===== config.mk =====
export PLATFORM = sky130hd
export DESIGN_NAME = stepper_step_dir_controller
export DESIGN_NICKNAME = d
export VERILOG_FILES = /design/src/rtl/stpdir_pkg.sv /design/src/rtl/stpdir_cfg.sv /design/src/rtl/stpdir_core.sv /design/src/rtl/stepper_step_dir_controller.sv
export SDC_FILE = /design/constraint.sdc
export NUM_CORES = 1
export LEC_CHECK = 0
export ABC_CLOCK_PERIOD_IN_PS = 12370
export BUFFER_PORTS_ARGS = -buffer_cell sky130_fd_sc_hd__buf_4
export CORE_MARGIN = 2
export CORE_UTILIZATION = 35
export DETAILED_ROUTE_END_ITERATION = 8
export GPL_TIMING_DRIVEN = 0
export PLACE_DENSITY = 0.54
export SLEW_MARGIN = 10
export SYNTH_ARGS = -nofsm -noshare
export SYNTH_HDL_FRONTEND = slang
export SYNTH_SLANG_ARGS = --single-unit

===== constraint.sdc =====
create_clock -name i_clk -period 12.37 [get_ports i_clk]
set_clock_uncertainty 0.2 [all_clocks]
set_input_delay 0.6185 -clock i_clk [delete_from_list [all_inputs] [get_ports i_clk]]
set_output_delay 0.6185 -clock i_clk [all_outputs]
set_load 0.02 [all_outputs]

===== src/rtl/stpdir_pkg.sv =====
package stpdir_pkg;

    // Field widths
    localparam int POS_W      = 16;
    localparam int IVL_W      = 24;
    localparam int FLAG_W     = 8;
    localparam int CFG_ADDR_W = 3;
    localparam int CFG_DATA_W = 24;

    // Ticks the driver gets to settle after enable
    localparam logic [IVL_W-1:0] STARTUP_TICKS = IVL_W'(10);

    // Bit positions in the status flags
    localparam int FLG_EN      = 0;
    localparam int FLG_MOV     = 1;
    localparam int FLG_FLT     = 2;
    localparam int FLG_MIN     = 3;
    localparam int FLG_MAX     = 4;
    localparam int FLG_FSTOP   = 5;
    localparam int FLG_MINSTOP = 6;
    localparam int FLG_MAXSTOP = 7;

    typedef enum logic [1:0] {
        OP_TICK  = 2'd0,
        OP_MOVE  = 2'd1,
        OP_STOP  = 2'd2,
        OP_RESET = 2'd3
    } t_op;

    typedef enum logic [CFG_ADDR_W-1:0] {
        CFG_POS_INC_CW  = 3'd0,
        CFG_JOG_IVL     = 3'd1,
        CFG_LIMIT_MASK  = 3'd2,
        CFG_JOG_MASK    = 3'd3,
        CFG_JOG_EN_PRES = 3'd4,
        CFG_JOG_EN_ACT  = 3'd5
    } t_cfg_addr;

    typedef struct packed {
        logic             pos_increases_cw;
        logic [IVL_W-1:0] jog_step_interval;
        logic [1:0]       limit_switch_mask;
        logic [1:0]       jog_switch_mask;
        logic             jog_enable_present;
        logic             jog_enable_active;
    } t_cfg;

    typedef struct packed {
        t_op              op;
        logic [POS_W-1:0] position;
        logic [IVL_W-1:0] interval;
        logic             fault_n;
        logic             min_limit_level;
        logic             max_limit_level;
        logic             jog_inc_n;
        logic             jog_dec_n;
        logic             jog_enable_level;
    } t_item;

    typedef struct packed {
        logic              step_pulse;
        logic              direction_level;
        logic              enable_n;
        logic [POS_W-1:0]  current_position;
        logic [IVL_W-1:0]  active_interval;
        logic [FLAG_W-1:0] status_flags;
    } t_result;

endpackage


===== src/rtl/stpdir_cfg.sv =====
module stpdir_cfg (
    input  logic                                 i_clk,
    input  logic                                 i_rst_n,
    input  logic                                 i_cfg_we,
    input  logic [stpdir_pkg::CFG_ADDR_W-1:0]    i_cfg_addr,
    input  logic [stpdir_pkg::CFG_DATA_W-1:0]    i_cfg_wdata,
    output stpdir_pkg::t_cfg                     o_cfg
);

    stpdir_pkg::t_cfg r_cfg;

    always_ff @(posedge i_clk) begin
        if (!i_rst_n) begin
            r_cfg <= '0;
        end else if (i_cfg_we) begin
            unique case (stpdir_pkg::t_cfg_addr'(i_cfg_addr))
                stpdir_pkg::CFG_POS_INC_CW:  r_cfg.pos_increases_cw   <= i_cfg_wdata[0];
                stpdir_pkg::CFG_JOG_IVL:
                    r_cfg.jog_step_interval <= i_cfg_wdata[stpdir_pkg::IVL_W-1:0];
                stpdir_pkg::CFG_LIMIT_MASK:  r_cfg.limit_switch_mask  <= i_cfg_wdata[1:0];
                stpdir_pkg::CFG_JOG_MASK:    r_cfg.jog_switch_mask    <= i_cfg_wdata[1:0];
                stpdir_pkg::CFG_JOG_EN_PRES: r_cfg.jog_enable_present <= i_cfg_wdata[0];
                stpdir_pkg::CFG_JOG_EN_ACT:  r_cfg.jog_enable_active  <= i_cfg_wdata[0];
                default: begin
                    // drop writes to unused indexes
                end
            endcase
        end
    end

    assign o_cfg = r_cfg;

endmodule


===== src/rtl/stpdir_core.sv =====
module stpdir_core (
    input  logic                i_clk,
    input  logic                i_rst_n,
    input  logic                i_advance,
    input  stpdir_pkg::t_cfg    i_cfg,
    input  stpdir_pkg::t_item   i_item,
    output stpdir_pkg::t_result o_result
);

    localparam int POS_W  = stpdir_pkg::POS_W;
    localparam int IVL_W  = stpdir_pkg::IVL_W;
    localparam int FLAG_W = stpdir_pkg::FLAG_W;

    logic [POS_W-1:0]  r_pos,   n_pos;
    logic [POS_W-1:0]  r_goal,  n_goal;
    logic [IVL_W-1:0]  r_ivl,   n_ivl;
    logic [FLAG_W-1:0] r_flags, n_flags;
    logic              r_dir,   n_dir;
    logic [IVL_W-1:0]  r_ticks, n_ticks;
    logic              step;

    logic jog_ok, jog_inc, jog_dec, jog_any, dec, idle;
    logic [IVL_W-1:0] clamped_ivl;

    // Jog: increase wins over decrease
    assign jog_ok  = (i_cfg.jog_step_interval != '0) &&
                     (!i_cfg.jog_enable_present ||
                      (i_item.jog_enable_level == i_cfg.jog_enable_active));
    assign jog_inc = jog_ok && i_cfg.jog_switch_mask[0] && !i_item.jog_inc_n;
    assign jog_dec = jog_ok && !jog_inc && i_cfg.jog_switch_mask[1] && !i_item.jog_dec_n;
    assign jog_any = jog_inc || jog_dec;
    assign dec     = jog_dec || (!jog_inc && ($signed(r_goal) < $signed(r_pos)));
    assign idle    = !jog_any && ((r_goal == r_pos) || (r_ivl == '0));

    assign clamped_ivl = ((i_cfg.jog_step_interval != '0) &&
                          (i_item.interval < i_cfg.jog_step_interval)) ?
                         i_cfg.jog_step_interval : i_item.interval;

    always_comb begin
        n_pos   = r_pos;
        n_goal  = r_goal;
        n_ivl   = r_ivl;
        n_flags = r_flags;
        n_dir   = r_dir;
        n_ticks = r_ticks;
        step    = 1'b0;
        case (i_item.op)
            stpdir_pkg::OP_TICK: begin
                n_flags[stpdir_pkg::FLG_FLT] = !i_item.fault_n;
                if (i_cfg.limit_switch_mask[0]) begin
                    n_flags[stpdir_pkg::FLG_MIN] = i_item.min_limit_level;
                end
                if (i_cfg.limit_switch_mask[1]) begin
                    n_flags[stpdir_pkg::FLG_MAX] = i_item.max_limit_level;
                end
                if (!n_flags[stpdir_pkg::FLG_MIN]) begin
                    n_flags[stpdir_pkg::FLG_MINSTOP] = 1'b0;
                end
                if (!n_flags[stpdir_pkg::FLG_MAX]) begin
                    n_flags[stpdir_pkg::FLG_MAXSTOP] = 1'b0;
                end

                if (idle) begin
                    n_goal = r_pos;
                    n_ivl  = '0;
                    n_flags[stpdir_pkg::FLG_MOV] = 1'b0;
                    n_flags[stpdir_pkg::FLG_EN]  = 1'b0;
                end else if (!r_flags[stpdir_pkg::FLG_EN]) begin
                    n_flags[stpdir_pkg::FLG_EN] = 1'b1;
                    n_ticks = stpdir_pkg::STARTUP_TICKS;
                end else if (r_ticks != '0) begin
                    n_ticks = r_ticks - IVL_W'(1);
                end else if (n_flags[stpdir_pkg::FLG_FLT]) begin
                    n_goal = r_pos;
                    n_flags[stpdir_pkg::FLG_FSTOP] = 1'b1;
                end else if (dec && n_flags[stpdir_pkg::FLG_MIN]) begin
                    n_goal = r_pos;
                    n_flags[stpdir_pkg::FLG_MINSTOP] = 1'b1;
                end else if (!dec && n_flags[stpdir_pkg::FLG_MAX]) begin
                    n_goal = r_pos;
                    n_flags[stpdir_pkg::FLG_MAXSTOP] = 1'b1;
                end else begin
                    n_flags[stpdir_pkg::FLG_FSTOP]   = 1'b0;
                    n_flags[stpdir_pkg::FLG_MINSTOP] = 1'b0;
                    n_flags[stpdir_pkg::FLG_MAXSTOP] = 1'b0;
                    n_dir   = !(dec ^ i_cfg.pos_increases_cw);
                    step    = 1'b1;
                    n_pos   = dec ? (r_pos - POS_W'(1)) : (r_pos + POS_W'(1));
                    n_ticks = (jog_any ? i_cfg.jog_step_interval : r_ivl) - IVL_W'(1);
                end
            end
            stpdir_pkg::OP_MOVE: begin
                if ((i_item.position != r_goal) && (i_item.interval != '0)) begin
                    n_goal  = i_item.position;
                    n_ivl   = clamped_ivl;
                    n_ticks = '0;
                    n_flags[stpdir_pkg::FLG_MOV] = 1'b1;
                end
            end
            stpdir_pkg::OP_STOP: begin
                n_goal = r_pos;
                n_ivl  = '0;
            end
            default: begin
                n_pos  = i_item.position;
                n_goal = i_item.position;
                n_ivl  = '0;
            end
        endcase
    end

    always_ff @(posedge i_clk) begin
        if (!i_rst_n) begin
            r_pos   <= '0;
            r_goal  <= '0;
            r_ivl   <= '0;
            r_flags <= '0;
            r_dir   <= 1'b1;
            r_ticks <= '0;
        end else if (i_advance) begin
            r_pos   <= n_pos;
            r_goal  <= n_goal;
            r_ivl   <= n_ivl;
            r_flags <= n_flags;
            r_dir   <= n_dir;
            r_ticks <= n_ticks;
        end
    end

    assign o_result.step_pulse       = step;
    assign o_result.direction_level  = n_dir;
    assign o_result.enable_n         = !n_flags[stpdir_pkg::FLG_EN];
    assign o_result.current_position = n_pos;
    assign o_result.active_interval  = n_ivl;
    assign o_result.status_flags     = n_flags;

endmodule


===== src/rtl/stepper_step_dir_controller.sv =====
// Channel   Dir  Handshake              Payload
// --------  ---  ---------------------  --------------------------------------------
// s (items) in   i_s_tvalid/o_s_tready  tuser: op; tdata: position, interval, pins
// m (resul) out  o_m_tvalid/i_m_tready  tdata: step, dir, enable_n, pos, ivl, flags
// cfg       in   i_cfg_we               i_cfg_addr register index, i_cfg_wdata
//
// One item per cycle while the result side does not stall; result valid rises once
// the input transaction has passed the input register then the result register.
// Reset (i_rst_n low, synchronous) clears the motion state, the configuration
// registers and both valid bits; the direction pin resets to counterclockwise.
// A stall on the result side holds the result register; the input register
// still takes one more transaction, then o_s_tready drops until the result drains.
module stepper_step_dir_controller (
    input  logic                                 i_clk,
    input  logic                                 i_rst_n,

    // Item stream
    input  logic                                 i_s_tvalid,
    output logic                                 o_s_tready,
    // tdata: position[15:0], interval[39:16], fault_n[40], min_limit_level[41],
    //        max_limit_level[42], jog_inc_n[43], jog_dec_n[44],
    //        jog_enable_level[45], zero pad[47:46]
    input  logic [47:0]                          i_s_tdata,
    // tuser: op[1:0]
    input  logic [1:0]                           i_s_tuser,

    // Result stream
    output logic                                 o_m_tvalid,
    input  logic                                 i_m_tready,
    // tdata: step_pulse[0], direction_level[1], enable_n[2],
    //        current_position[18:3], active_interval[42:19],
    //        status_flags[50:43], zero pad[55:51]
    output logic [55:0]                          o_m_tdata,

    // Configuration writes
    input  logic                                 i_cfg_we,
    input  logic [stpdir_pkg::CFG_ADDR_W-1:0]    i_cfg_addr,
    input  logic [stpdir_pkg::CFG_DATA_W-1:0]    i_cfg_wdata
);

    stpdir_pkg::t_cfg    cfg;
    stpdir_pkg::t_item   in_item;
    stpdir_pkg::t_result result;

    logic                r_in_valid;
    stpdir_pkg::t_item   r_in_item;
    logic                r_out_valid;
    stpdir_pkg::t_result r_out;
    logic                advance;
    logic                s_take;

    // Move the held item into the result register when that register is free
    // or being drained this cycle; motion state updates on the same edge.
    assign advance    = r_in_valid && (!r_out_valid || i_m_tready);
    assign o_s_tready = !r_in_valid || advance;
    assign s_take     = i_s_tvalid && o_s_tready;

    // Unpack the input transaction
    assign in_item.op               = stpdir_pkg::t_op'(i_s_tuser);
    assign in_item.position         = i_s_tdata[15:0];
    assign in_item.interval         = i_s_tdata[39:16];
    assign in_item.fault_n          = i_s_tdata[40];
    assign in_item.min_limit_level  = i_s_tdata[41];
    assign in_item.max_limit_level  = i_s_tdata[42];
    assign in_item.jog_inc_n        = i_s_tdata[43];
    assign in_item.jog_dec_n        = i_s_tdata[44];
    assign in_item.jog_enable_level = i_s_tdata[45];

    stpdir_cfg u_cfg (
        .i_clk       (i_clk),
        .i_rst_n     (i_rst_n),
        .i_cfg_we    (i_cfg_we),
        .i_cfg_addr  (i_cfg_addr),
        .i_cfg_wdata (i_cfg_wdata),
        .o_cfg       (cfg)
    );

    stpdir_core u_core (
        .i_clk     (i_clk),
        .i_rst_n   (i_rst_n),
        .i_advance (advance),
        .i_cfg     (cfg),
        .i_item    (r_in_item),
        .o_result  (result)
    );

    // Input register: valid bit under reset, payload without
    always_ff @(posedge i_clk) begin
        if (!i_rst_n) begin
            r_in_valid <= 1'b0;
        end else if (o_s_tready) begin
            r_in_valid <= i_s_tvalid;
        end
    end

    always_ff @(posedge i_clk) begin
        if (s_take) begin
            r_in_item <= in_item;
        end
    end

    // Result register: load on advance, clear valid once taken
    always_ff @(posedge i_clk) begin
        if (!i_rst_n) begin
            r_out_valid <= 1'b0;
        end else if (advance) begin
            r_out_valid <= 1'b1;
        end else if (i_m_tready) begin
            r_out_valid <= 1'b0;
        end
    end

    always_ff @(posedge i_clk) begin
        if (advance) begin
            r_out <= result;
        end
    end

    assign o_m_tvalid = r_out_valid;
    assign o_m_tdata  = {5'b0,
                         r_out.status_flags,
                         r_out.active_interval,
                         r_out.current_position,
                         r_out.enable_n,
                         r_out.direction_level,
                         r_out.step_pulse};

endmodule


==> results of run 1 <==
## metal layers
layer | track usage [%] | share of wire [%] | vias to the layer above
met3 | 2.93 | 7.0 | 57
met2 | 31.4 | 43 | 344
met5 | 0 | 0 | -
li1 | - | - | 4957
met4 | 6.08 | 2.7 | 0
met1 | 31.1 | 47 | 4923
## worst reg2reg max path, delay by kind of cell, from the launching register on
| kind | cells | cell delay (ns) |
|---|---|---|
| adder cells (fa/ha/maj) | 2 | 0.69 |
| multiplexers | 1 | 0.29 |
| AO/OA/AOI/OAI | 14 | 4.29 |
| flip-flops | 1 | 0.42 |
| buffers and inverters | 1 | 0.11 |
## final timing paths
path	cells past startpoint	end	from	slack [ns]
setup / recovery	18	o_m_tdata[18]	u_core.r_pos[10]	6.08
hold reg to reg	2	u_core.r_flags[1]	u_core.r_flags[1]	0.26
hold / removal	1	r_in_item[0]	i_s_tdata[45]	0.06
setup reg to reg	18	o_m_tdata[18]	u_core.r_pos[10]	6.08
## synth_stat cells (all sizes together) (13+ instances only)
cell,instances,share of area (%)
xnor2,32,2.3
dfxtp,122,20
nor4,31,2.0
nand2,189,5.9
a31oi,13,0.68
a21oi,92,3.9
nand3,37,1.6
o211ai,16,1.0
nor3,19,0.79
o211a,15,1.2
nor2b,13,0.68
a21o,13,0.81
edfxtp,99,25
inv,64,2.0
buf,18,0.92
clkbuf,48,1.5
nand2b,13,0.68
nor2,63,2.0
o21ba,23,2.0
o21ai,95,4.0
mux2i,50,4.2
nand4,20,1.3
ha,61,6.3
## kinds of logic after synthesis
logic type	synth area share (%)
AND/OR/NAND/NOR	17.3
AO/OA/AOI/OAI	18.8
flip-flops	45.0
buffers and inverters	4.42
adder cells (fa/ha/maj)	6.51
multiplexers	5.06
XOR/XNOR	2.98
other	0.0311
## metrics by stage
step / hold slack [ns] / instances / util, %
2_1_floorplan: 0.232 / 1276 / -
4_1_cts: 0.0337 / 1904 / 42.9
6_report: 0.0573 / 1904 / 42.9
3_3_place_gp: 0.244 / 1855 / 40.4
5_1_grt: 0.0387 / 1904 / 42.9
3_5_place_dp: 0.246 / 1856 / 40.5
## placed cells by master, fill, tap and decap left out, types with 13 or more instances in the layout
cell         n
a21o_1      13
a21oi_1     91
a31oi_1     13
buf_4      136
clkbuf_1    53
clkbuf_16   27
dfxtp_1    122
edfxtp_1    99
ha_1        61
inv_1       63
mux2i_1     49
nand2_1    189
nand2b_1    13
nand3_1     36
nand4_1     16
nor2_1      61
nor2b_1     13
nor3_1      19
nor4_1      24
o211a_1     15
o211ai_1    16
o21ai_0     83
o21ba_2     22
xnor2_1     32
## state kept, by name, summed over array words and instances (netlist names)
signal,count
o_m_tdata,51
r_in_item,48
u_cfg.o_cfg,31
u_core.r_ivl,24
u_core.r_ticks,24
u_core.r_goal,16
u_core.r_pos,16
u_core.r_flags,8
o_m_tvalid,1
r_in_valid,1
u_core.r_dir,1
## power groups by stage
stage | logic (mW) | clock network, mW | registers, mW
2_1_floorplan | 0.268 | 0 | 0.846
3_3_place_gp | 0.391 | 0 | 0.849
3_5_place_dp | 0.397 | 0 | 0.847
4_1_cts | 0.399 | 0.781 | 0.832
5_1_grt | 0.444 | 0.809 | 0.836
6_report | 0.403 | 0.762 | 0.833
## cell type report
| type | instances | share of cell area, % |
|---|---|---|
| plain buffers | 66 | 2.04 |
| clock buffers | 33 | 4.82 |
| clock inverters | 15 | 0.977 |
| inverters | 64 | 1.66 |
| multi-input cells | 925 | 42.2 |
| flip-flops and latches | 221 | 37.4 |
| well taps | 448 | 3.87 |
| repair buffers | 132 | 6.99 |
==> impl_metrics.prom, run 1 <==
# TYPE chip_impl_metric gauge
chip_impl_info{name="outcome",value="completed"} 1
chip_impl_metric{name="cts_htree_levels",unit=""} 1
chip_impl_metric{name="detailed_place_hpwl",unit="µm"} 28800
chip_impl_info{name="timing.critical_path.cells",value="inv_1, ha_1, a41oi_1, o21ai_1, a2111oi_0, a211oi_1, o21ai_4, ha_1, a21o_1, a21o_1, a2111o_1, a311oi_1, o31a_1, o21ai_0, mux2i_1, a21o_1, a21boi_0, o21ai_0"} 1
chip_impl_metric{name="timing.max_slew.rel_slack",unit="%"} 39.7
chip_impl_metric{name="clkSinkCount",unit=""} 221
chip_impl_metric{name="place_worst_setup_slack",unit="ns"} 6.23
chip_impl_metric{name="average_routed_wire_per_standard_cell",unit="µm"} 19.9
chip_impl_metric{name="reported_max_cap_violation_count",unit=""} 0
chip_impl_metric{name="critPathBufInv",unit=""} 1
chip_impl_metric{name="ys.warnings.count",unit=""} 0
chip_impl_metric{name="routed-via-count",unit=""} 10281
chip_impl_metric{name="layout.cell_area.non_filler",unit="µm²"} 14500
chip_impl_metric{name="cellInternalPower",unit="mW"} 1.40
chip_impl_info{name="cp_common_cell",value="a21o_1"} 1
chip_impl_metric{name="grt_first_pass_wirelength",unit="µm"} 58200
chip_impl_metric{name="nNetsFinal",unit=""} 1580
chip_impl_metric{name="std_cell_core_area",unit="µm²"} 33700
chip_impl_metric{name="vias_per_cell",unit=""} 5.40
chip_impl_info{name="timing.critical_path.slowest_stage_cell",value="o21ai_4"} 1
chip_impl_metric{name="max_stage_delay",unit="ns"} 0.72
chip_impl_metric{name="switching_component_of_the_power",unit="mW"} 0.594
chip_impl_metric{name="design.die.area",unit="µm²"} 35900
chip_impl_metric{name="area_delta_synth_final",unit="%"} 20.2
chip_impl_metric{name="die_h",unit="µm"} 189
chip_impl_metric{name="placement.cell_area",unit="µm²"} 13600
chip_impl_metric{name="firstDrtPassIters",unit=""} 5
chip_impl_metric{name="number_of_synthesized_flops_with_an_enable_pin",unit=""} 99
chip_impl_metric{name="antenna_found_initial",unit=""} 0
chip_impl_metric{name="timing.final.crit_period",unit="ns"} 6.29
chip_impl_metric{name="clk-insertion-delay-late",unit="ns"} 0.54
chip_impl_metric{name="critPathArrivalTime",unit="ns"} 6.32
chip_impl_metric{name="finalWirelength",unit="µm"} 37900
chip_impl_metric{name="switching_share",unit="%"} 29.7
chip_impl_info{name="hp-class",value="in2reg"} 1
chip_impl_metric{name="ys_ff_latch",unit=""} 221
chip_impl_info{name="setup.worst_path.class",value="reg2reg"} 1
chip_impl_metric{name="grt_start_max_net_pins",unit=""} 49
chip_impl_metric{name="setup_slack",unit="ns"} 6.08
chip_impl_info{name="clock-root-buffer",value="clkbuf_16"} 1
chip_impl_metric{name="port_buffers",unit=""} 131
chip_impl_metric{name="area_used_by_sequential_logic_in_the_layout",unit="µm²"} 5420
chip_impl_metric{name="hold_viol",unit=""} 0
chip_impl_metric{name="finalSetupViolations",unit=""} 0
chip_impl_info{name="postSynth.topFlopCell",value="dfxtp_1"} 1
chip_impl_metric{name="floorplan.die.width",unit="µm"} 189
chip_impl_metric{name="cts_hold_buffers",unit=""} 0
chip_impl_metric{name="antenna_violating_nets_left",unit=""} 0
chip_impl_metric{name="drc_viols",unit=""} 0
chip_impl_metric{name="p_total",unit="mW"} 2.00
chip_impl_info{name="grt_setup_unrepaired",value="no"} 1
chip_impl_metric{name="cts_max_path_buffers",unit=""} 3
chip_impl_metric{name="yosysSeqAreaShare",unit="%"} 45.0
chip_impl_metric{name="power.density_cell_area",unit="nW/µm²"} 138
chip_impl_info{name="critical_path.top_delay_family",value="compound AO/OA/AOI/OAI gates"} 1
chip_impl_metric{name="clkPwrFrac",unit="%"} 38.1
chip_impl_metric{name="p_leak",unit="nW"} 5.52
chip_impl_metric{name="share_comb_of_total_power",unit="%"} 20.2
chip_impl_metric{name="tightest_slew",unit="ns"} 0.905
chip_impl_metric{name="detailedRoute.firstIterationViolations",unit=""} 878
chip_impl_metric{name="postCtsSetupRepairBufs",unit=""} 0
chip_impl_metric{name="power_frac_seq",unit="%"} 41.7
chip_impl_metric{name="mean_instance_size_in_the_synthesized_netlist",unit="µm²"} 9.47
chip_impl_metric{name="via_count_of_the_first_global_routing_pass",unit=""} 9873
chip_impl_metric{name="netlist_area_before_placement",unit="µm²"} 12000
chip_impl_metric{name="netlist_instances",unit=""} 1272
chip_impl_metric{name="floorplan.rows",unit=""} 67
chip_impl_metric{name="cts-resized-gates",unit=""} 0
chip_impl_info{name="critPathCaptureType",value="register"} 1
chip_impl_metric{name="initial_utilization",unit="%"} 35.7
chip_impl_metric{name="cts_inserted_buffers",unit=""} 26
chip_impl_metric{name="maxClockFrequency",unit="MHz"} 159
chip_impl_metric{name="yosysUniqueCellTypes",unit=""} 84
chip_impl_metric{name="ys_async_sr_fraction",unit="%"} 0
chip_impl_info{name="critPathLaunchType",value="register"} 1
chip_impl_metric{name="clock_transition_at_the_registers_of_the_reported_paths",unit="ns"} 0.06
chip_impl_metric{name="finalWeightedCongestion",unit=""} 0.914
chip_impl_metric{name="report.final.slew_viol_count",unit=""} 0
chip_impl_metric{name="grt_util_all_layers",unit="%"} 20.9
chip_impl_metric{name="multi_input_gate_area_in_the_final_layout",unit="µm²"} 6110
chip_impl_metric{name="period_share",unit="%"} 50.9
chip_impl_metric{name="antenna_cells",unit=""} 0
chip_impl_info{name="cts_tree",value="done"} 1
chip_impl_metric{name="io_count",unit=""} 140
chip_impl_metric{name="grt_overflow",unit=""} 0
chip_impl_metric{name="path_max_fanout",unit=""} 26
chip_impl_metric{name="share_of_final_layout_standard_cells_stronger_than_drive_strength_1",unit="%"} 17.0
chip_impl_metric{name="layout.filler_cells",unit=""} 3404
chip_impl_metric{name="setup-tns-final",unit="ns"} 0
chip_impl_metric{name="max-vdd-ir-drop",unit="V"} 0.0000935
chip_impl_metric{name="cp.required",unit="ns"} 12.40
Note: power is estimated with default switching activity, not from simulation.
==> inputs of run 2 (changes only) <==
ABC_AREA = 1   (was default)
ABC_CLOCK_PERIOD_IN_PS = 5750   (was 12370)
PLACE_DENSITY = 0.56   (was 0.54)
clock period = 5.75 ns   (was 12.37 ns; I/O delays follow)
==> run 2 against run 1 <==
Compared with the run above: highest routed layer unchanged; critical path type unchanged; first-iteration DRC count is 8.2% higher; non-clock buffer count increased by 97; sequential share of layout area shrank 3.7 points.
==> impl_metrics.prom, run 2 <==
# TYPE chip_impl_metric gauge
chip_impl_info{name="outcome",value="completed"} 1
chip_impl_metric{name="cts_inserted_buffers",unit=""} 26
chip_impl_metric{name="layout.filler_cells",unit=""} 3549
chip_impl_metric{name="yosys.area_share.xor_xnor",unit="%"} 2.15
chip_impl_metric{name="adder_and_majority_cell_fraction_of_the_synthesized_area",unit="%"} 6.20
chip_impl_info{name="grt_setup_unrepaired",value="no"} 1
chip_impl_info{name="clock-root-buffer",value="clkbuf_16"} 1
chip_impl_info{name="post-synth-top-count-cell",value="nand2_1"} 1
chip_impl_metric{name="synth.top_cell.area_share",unit="%"} 23.6
chip_impl_metric{name="floorplan.rows",unit=""} 69
chip_impl_metric{name="std_cell_core_area",unit="µm²"} 35600
chip_impl_info{name="critPathLaunchType",value="register"} 1
chip_impl_metric{name="initial_utilization",unit="%"} 35.5
chip_impl_info{name="setup.worst_path.class",value="reg2reg"} 1
chip_impl_info{name="post_synth_most_frequent_cells",value="364 x nand2_1, 231 x inv_1, 168 x a21oi_1"} 1
chip_impl_metric{name="switching_component_of_the_power",unit="mW"} 1.56
chip_impl_metric{name="utilization",unit="%"} 45.2
chip_impl_metric{name="yosysSeqAreaShare",unit="%"} 42.9
chip_impl_metric{name="number_of_synthesized_flops_with_an_enable_pin",unit=""} 99
chip_impl_metric{name="switching_share",unit="%"} 32.1
chip_impl_metric{name="whs_path_depth",unit=""} 4
chip_impl_metric{name="cellInternalPower",unit="mW"} 3.30
chip_impl_metric{name="clkSinkCount",unit=""} 221
chip_impl_metric{name="average_routed_wire_per_standard_cell",unit="µm"} 17.1
chip_impl_metric{name="maxClockFrequency",unit="MHz"} 185
chip_impl_info{name="layout.cells.most_common_list",value="364 x nand2_1, 230 x inv_1, 168 x a21oi_1"} 1
chip_impl_metric{name="multi_input_gate_area_in_the_final_layout",unit="µm²"} 6000
chip_impl_metric{name="finalWeightedCongestion",unit=""} 0.905
chip_impl_metric{name="detailedRoute.firstIterationViolations",unit=""} 950
chip_impl_metric{name="grt_start_max_net_pins",unit=""} 42
chip_impl_metric{name="finalWirelength",unit="µm"} 41100
chip_impl_metric{name="power_frac_seq",unit="%"} 37.3
chip_impl_metric{name="nNetsFinal",unit=""} 2068
chip_impl_metric{name="share_of_final_layout_standard_cells_stronger_than_drive_strength_1",unit="%"} 12.6
chip_impl_metric{name="max_ffs_per_register",unit=""} 51
chip_impl_metric{name="timing.final.crit_period",unit="ns"} 5.41
chip_impl_info{name="synth_top_family_by_area",value="simple AND/OR/NAND/NOR gates"} 1
chip_impl_metric{name="netlist_instances",unit=""} 1670
chip_impl_metric{name="critPathArrivalTime",unit="ns"} 5.50
chip_impl_metric{name="max-vdd-ir-drop",unit="V"} 0.000238
chip_impl_metric{name="netlist_area_before_placement",unit="µm²"} 12600
chip_impl_metric{name="finalSetupViolations",unit=""} 0
chip_impl_metric{name="antenna_violating_nets_left",unit=""} 0
chip_impl_info{name="layout.cells.most_common",value="nand2_1"} 1
chip_impl_metric{name="yosys-mux-area-fraction",unit="%"} 0
chip_impl_metric{name="via_count_of_the_first_global_routing_pass",unit=""} 11283
chip_impl_metric{name="detailed_place_hpwl",unit="µm"} 31500
chip_impl_metric{name="postCtsSetupRepairBufs",unit=""} 0
chip_impl_metric{name="place.detailed.instances",unit=""} 2269
chip_impl_metric{name="clk-insertion-delay-late",unit="ns"} 0.55
chip_impl_metric{name="share_comb_of_total_power",unit="%"} 25.6
chip_impl_info{name="synthTopCellsByArea",value="edfxtp_1 24%, dfxtp_1 19%, nand2_1 11%, inv_1 6.9%, a21oi_1 6.7%"} 1
chip_impl_metric{name="hold_viol",unit=""} 0
chip_impl_metric{name="clock_transition_at_the_registers_of_the_reported_paths",unit="ns"} 0.06
chip_impl_metric{name="floorplan.die.width",unit="µm"} 194
chip_impl_metric{name="mean_instance_size_in_the_synthesized_netlist",unit="µm²"} 7.56
chip_impl_metric{name="setup-tns-final",unit="ns"} 0
chip_impl_metric{name="antenna_found_initial",unit=""} 0
chip_impl_metric{name="timing.max_slew.rel_slack",unit="%"} 37.6
chip_impl_metric{name="design.die.area",unit="µm²"} 37600
chip_impl_metric{name="firstDrtPassIters",unit=""} 5
chip_impl_metric{name="grt_util_all_layers",unit="%"} 21.5
chip_impl_metric{name="vias_per_cell",unit=""} 5.02
chip_impl_info{name="hp-class",value="in2reg"} 1
chip_impl_metric{name="clkPwrFrac",unit="%"} 37.1
chip_impl_metric{name="ys.warnings.count",unit=""} 0
chip_impl_info{name="critPathCaptureType",value="register"} 1
chip_impl_info{name="postSynth.topFlopCell",value="dfxtp_1"} 1
chip_impl_metric{name="p_leak",unit="nW"} 7.34
chip_impl_metric{name="cell_depth_of_the_worst_flop_to_flop_path",unit=""} 25
chip_impl_metric{name="cts_htree_levels",unit=""} 1
chip_impl_info{name="cts_tree",value="done"} 1
chip_impl_metric{name="antenna_cells",unit=""} 0
chip_impl_metric{name="stdcell_count",unit=""} 2405
chip_impl_metric{name="ys_ff_latch",unit=""} 221
chip_impl_metric{name="area_delta_synth_final",unit="%"} 27.3
chip_impl_metric{name="yosysUniqueCellTypes",unit=""} 49
chip_impl_metric{name="area_used_by_sequential_logic_in_the_layout",unit="µm²"} 5420
chip_impl_metric{name="synth_compound_gate_area_share",unit="%"} 16.0
chip_impl_metric{name="die_h",unit="µm"} 194
chip_impl_metric{name="cp.required",unit="ns"} 5.85
chip_impl_metric{name="cts_max_path_buffers",unit=""} 3
chip_impl_metric{name="period_share",unit="%"} 94.0
chip_impl_metric{name="report.final.slew_viol_count",unit=""} 0
chip_impl_metric{name="reported_max_cap_violation_count",unit=""} 0
chip_impl_metric{name="port_buffers",unit=""} 132
chip_impl_metric{name="power.density_cell_area",unit="nW/µm²"} 302
chip_impl_metric{name="io_count",unit=""} 140
chip_impl_metric{name="drc_viols",unit=""} 0
chip_impl_metric{name="tightest_slew",unit="ns"} 0.934
chip_impl_metric{name="path_max_fanout",unit=""} 21
chip_impl_metric{name="yosys.area_share.simple",unit="%"} 23.0
chip_impl_metric{name="grt_first_pass_wirelength",unit="µm"} 63700
chip_impl_metric{name="cts-resized-gates",unit=""} 0
chip_impl_metric{name="ys_async_sr_fraction",unit="%"} 0
chip_impl_metric{name="grt_overflow",unit=""} 0
chip_impl_metric{name="routed-via-count",unit=""} 12072
chip_impl_info{name="synth.largest_area_cell",value="edfxtp_1"} 1
## run 2: cell count changes in the layout (fill, tap and decap cells not counted), moves of 15 or more
cell,before,now
o211a_1,15,0
nor4_1,24,9
nand2_1,189,364
a21oi_1,91,168
o21ba_2,22,0
o21ai_0,83,140
o2111ai_1,1,21
nor2_1,61,137
mux2i_1,49,0
nand3_1,36,93
dlygate4sd3_1,0,88
inv_1,63,230
## run 2: power by group through the flow
stage	clock network, mW	logic [mW]	registers, mW
after floorplan	0	0.811	1.84
after CTS	1.85	1.23	1.81
after detailed placement	0	1.18	1.84
after global placement	0	1.16	1.84
final	1.80	1.24	1.81
after global routing	1.90	1.39	1.82
## run 2: final cells by class
class	instances	share of cell area, %
Clock inverter	14	1.32
Multi-Input combinational cell	1145	37.3
Tap cell	461	3.59
Inverter	235	5.49
Timing Repair Buffer	222	11.9
Clock buffer	34	4.49
Sequential cell	221	33.7
Buffer	73	2.17
## run 2: final timing paths
path / start / end / slack, ns
worst max register to register: u_core.r_pos[9] / o_m_tdata[17] / 0.34
worst min register to register: u_core.r_ticks[21] / u_core.r_ticks[21] / 0.27
worst min-delay path: i_rst_n / u_core.r_pos[10] / 0.16
worst max-delay path: u_core.r_pos[9] / o_m_tdata[17] / 0.34
## run 2: routing by layer
| metal | part of all wire, % | vias up | track usage, % |
|---|---|---|---|
| li1 | - | 6047 | - |
| met4 | 1.8 | 0 | 4.49 |
| met3 | 5.7 | 55 | 2.85 |
| met5 | 0 | - | 0 |
| met1 | 50 | 5604 | 32.3 |
| met2 | 43 | 366 | 32.8 |
## run 2: repair_timing
action	in CTS	in global routing
endpoints found under the setup margin	0	0
hold buffers	88	0
hold endpoints to repair	81	0
## run 2: critical path: stages (launching register included)
cell,delay (ns)
dfxtp_1,0.52
inv_1,0.17
ha_1,0.32
nand2_1,0.06
nand2_1,0.05
nand2_1,0.05
a21oi_1,0.07
nor2_1,0.18
nand2_1,0.11
nand2_1,0.07
nand3_1,0.14
nand2_1,0.72
inv_1,0.23
fa_1,0.52
o21ai_0,0.44
a21oi_1,0.20
o21ai_0,0.32
nand2_1,0.09
nand2_1,0.10
nand3_1,0.07
nand2_1,0.08
nor2_1,0.04
nor2_1,0.12
o21ai_1,0.08
nand2_1,0.13
inv_1,0.05
## run 2: logic make-up (layout without fill, tap and decap cells)
family          count (synthesis)  in the layout
compound gates                369            369
xor+xnor                       31             31
fa+ha+maj                      62             62
buf+inv                       308            578
flops                         221            221
other cells                     1              5
simple gates                  678            678
## run 2: through the flow
| step | hold WS, ns | instance area [µm²] | worst slack, ns | total power [mW] |
|---|---|---|---|---|
| CTS | 0.136 | 16100 | 0.454 | 4.88 |
| global route | 0.184 | 16100 | 0.0951 | 5.11 |
| finish | 0.157 | 16100 | 0.344 | 4.86 |
| global placement | 0.255 | 14200 | 0.569 | 3.00 |
| floorplan | 0.186 | 12600 | 1.63 | 2.65 |
| detailed placement | 0.261 | 14200 | 0.494 | 3.02 |
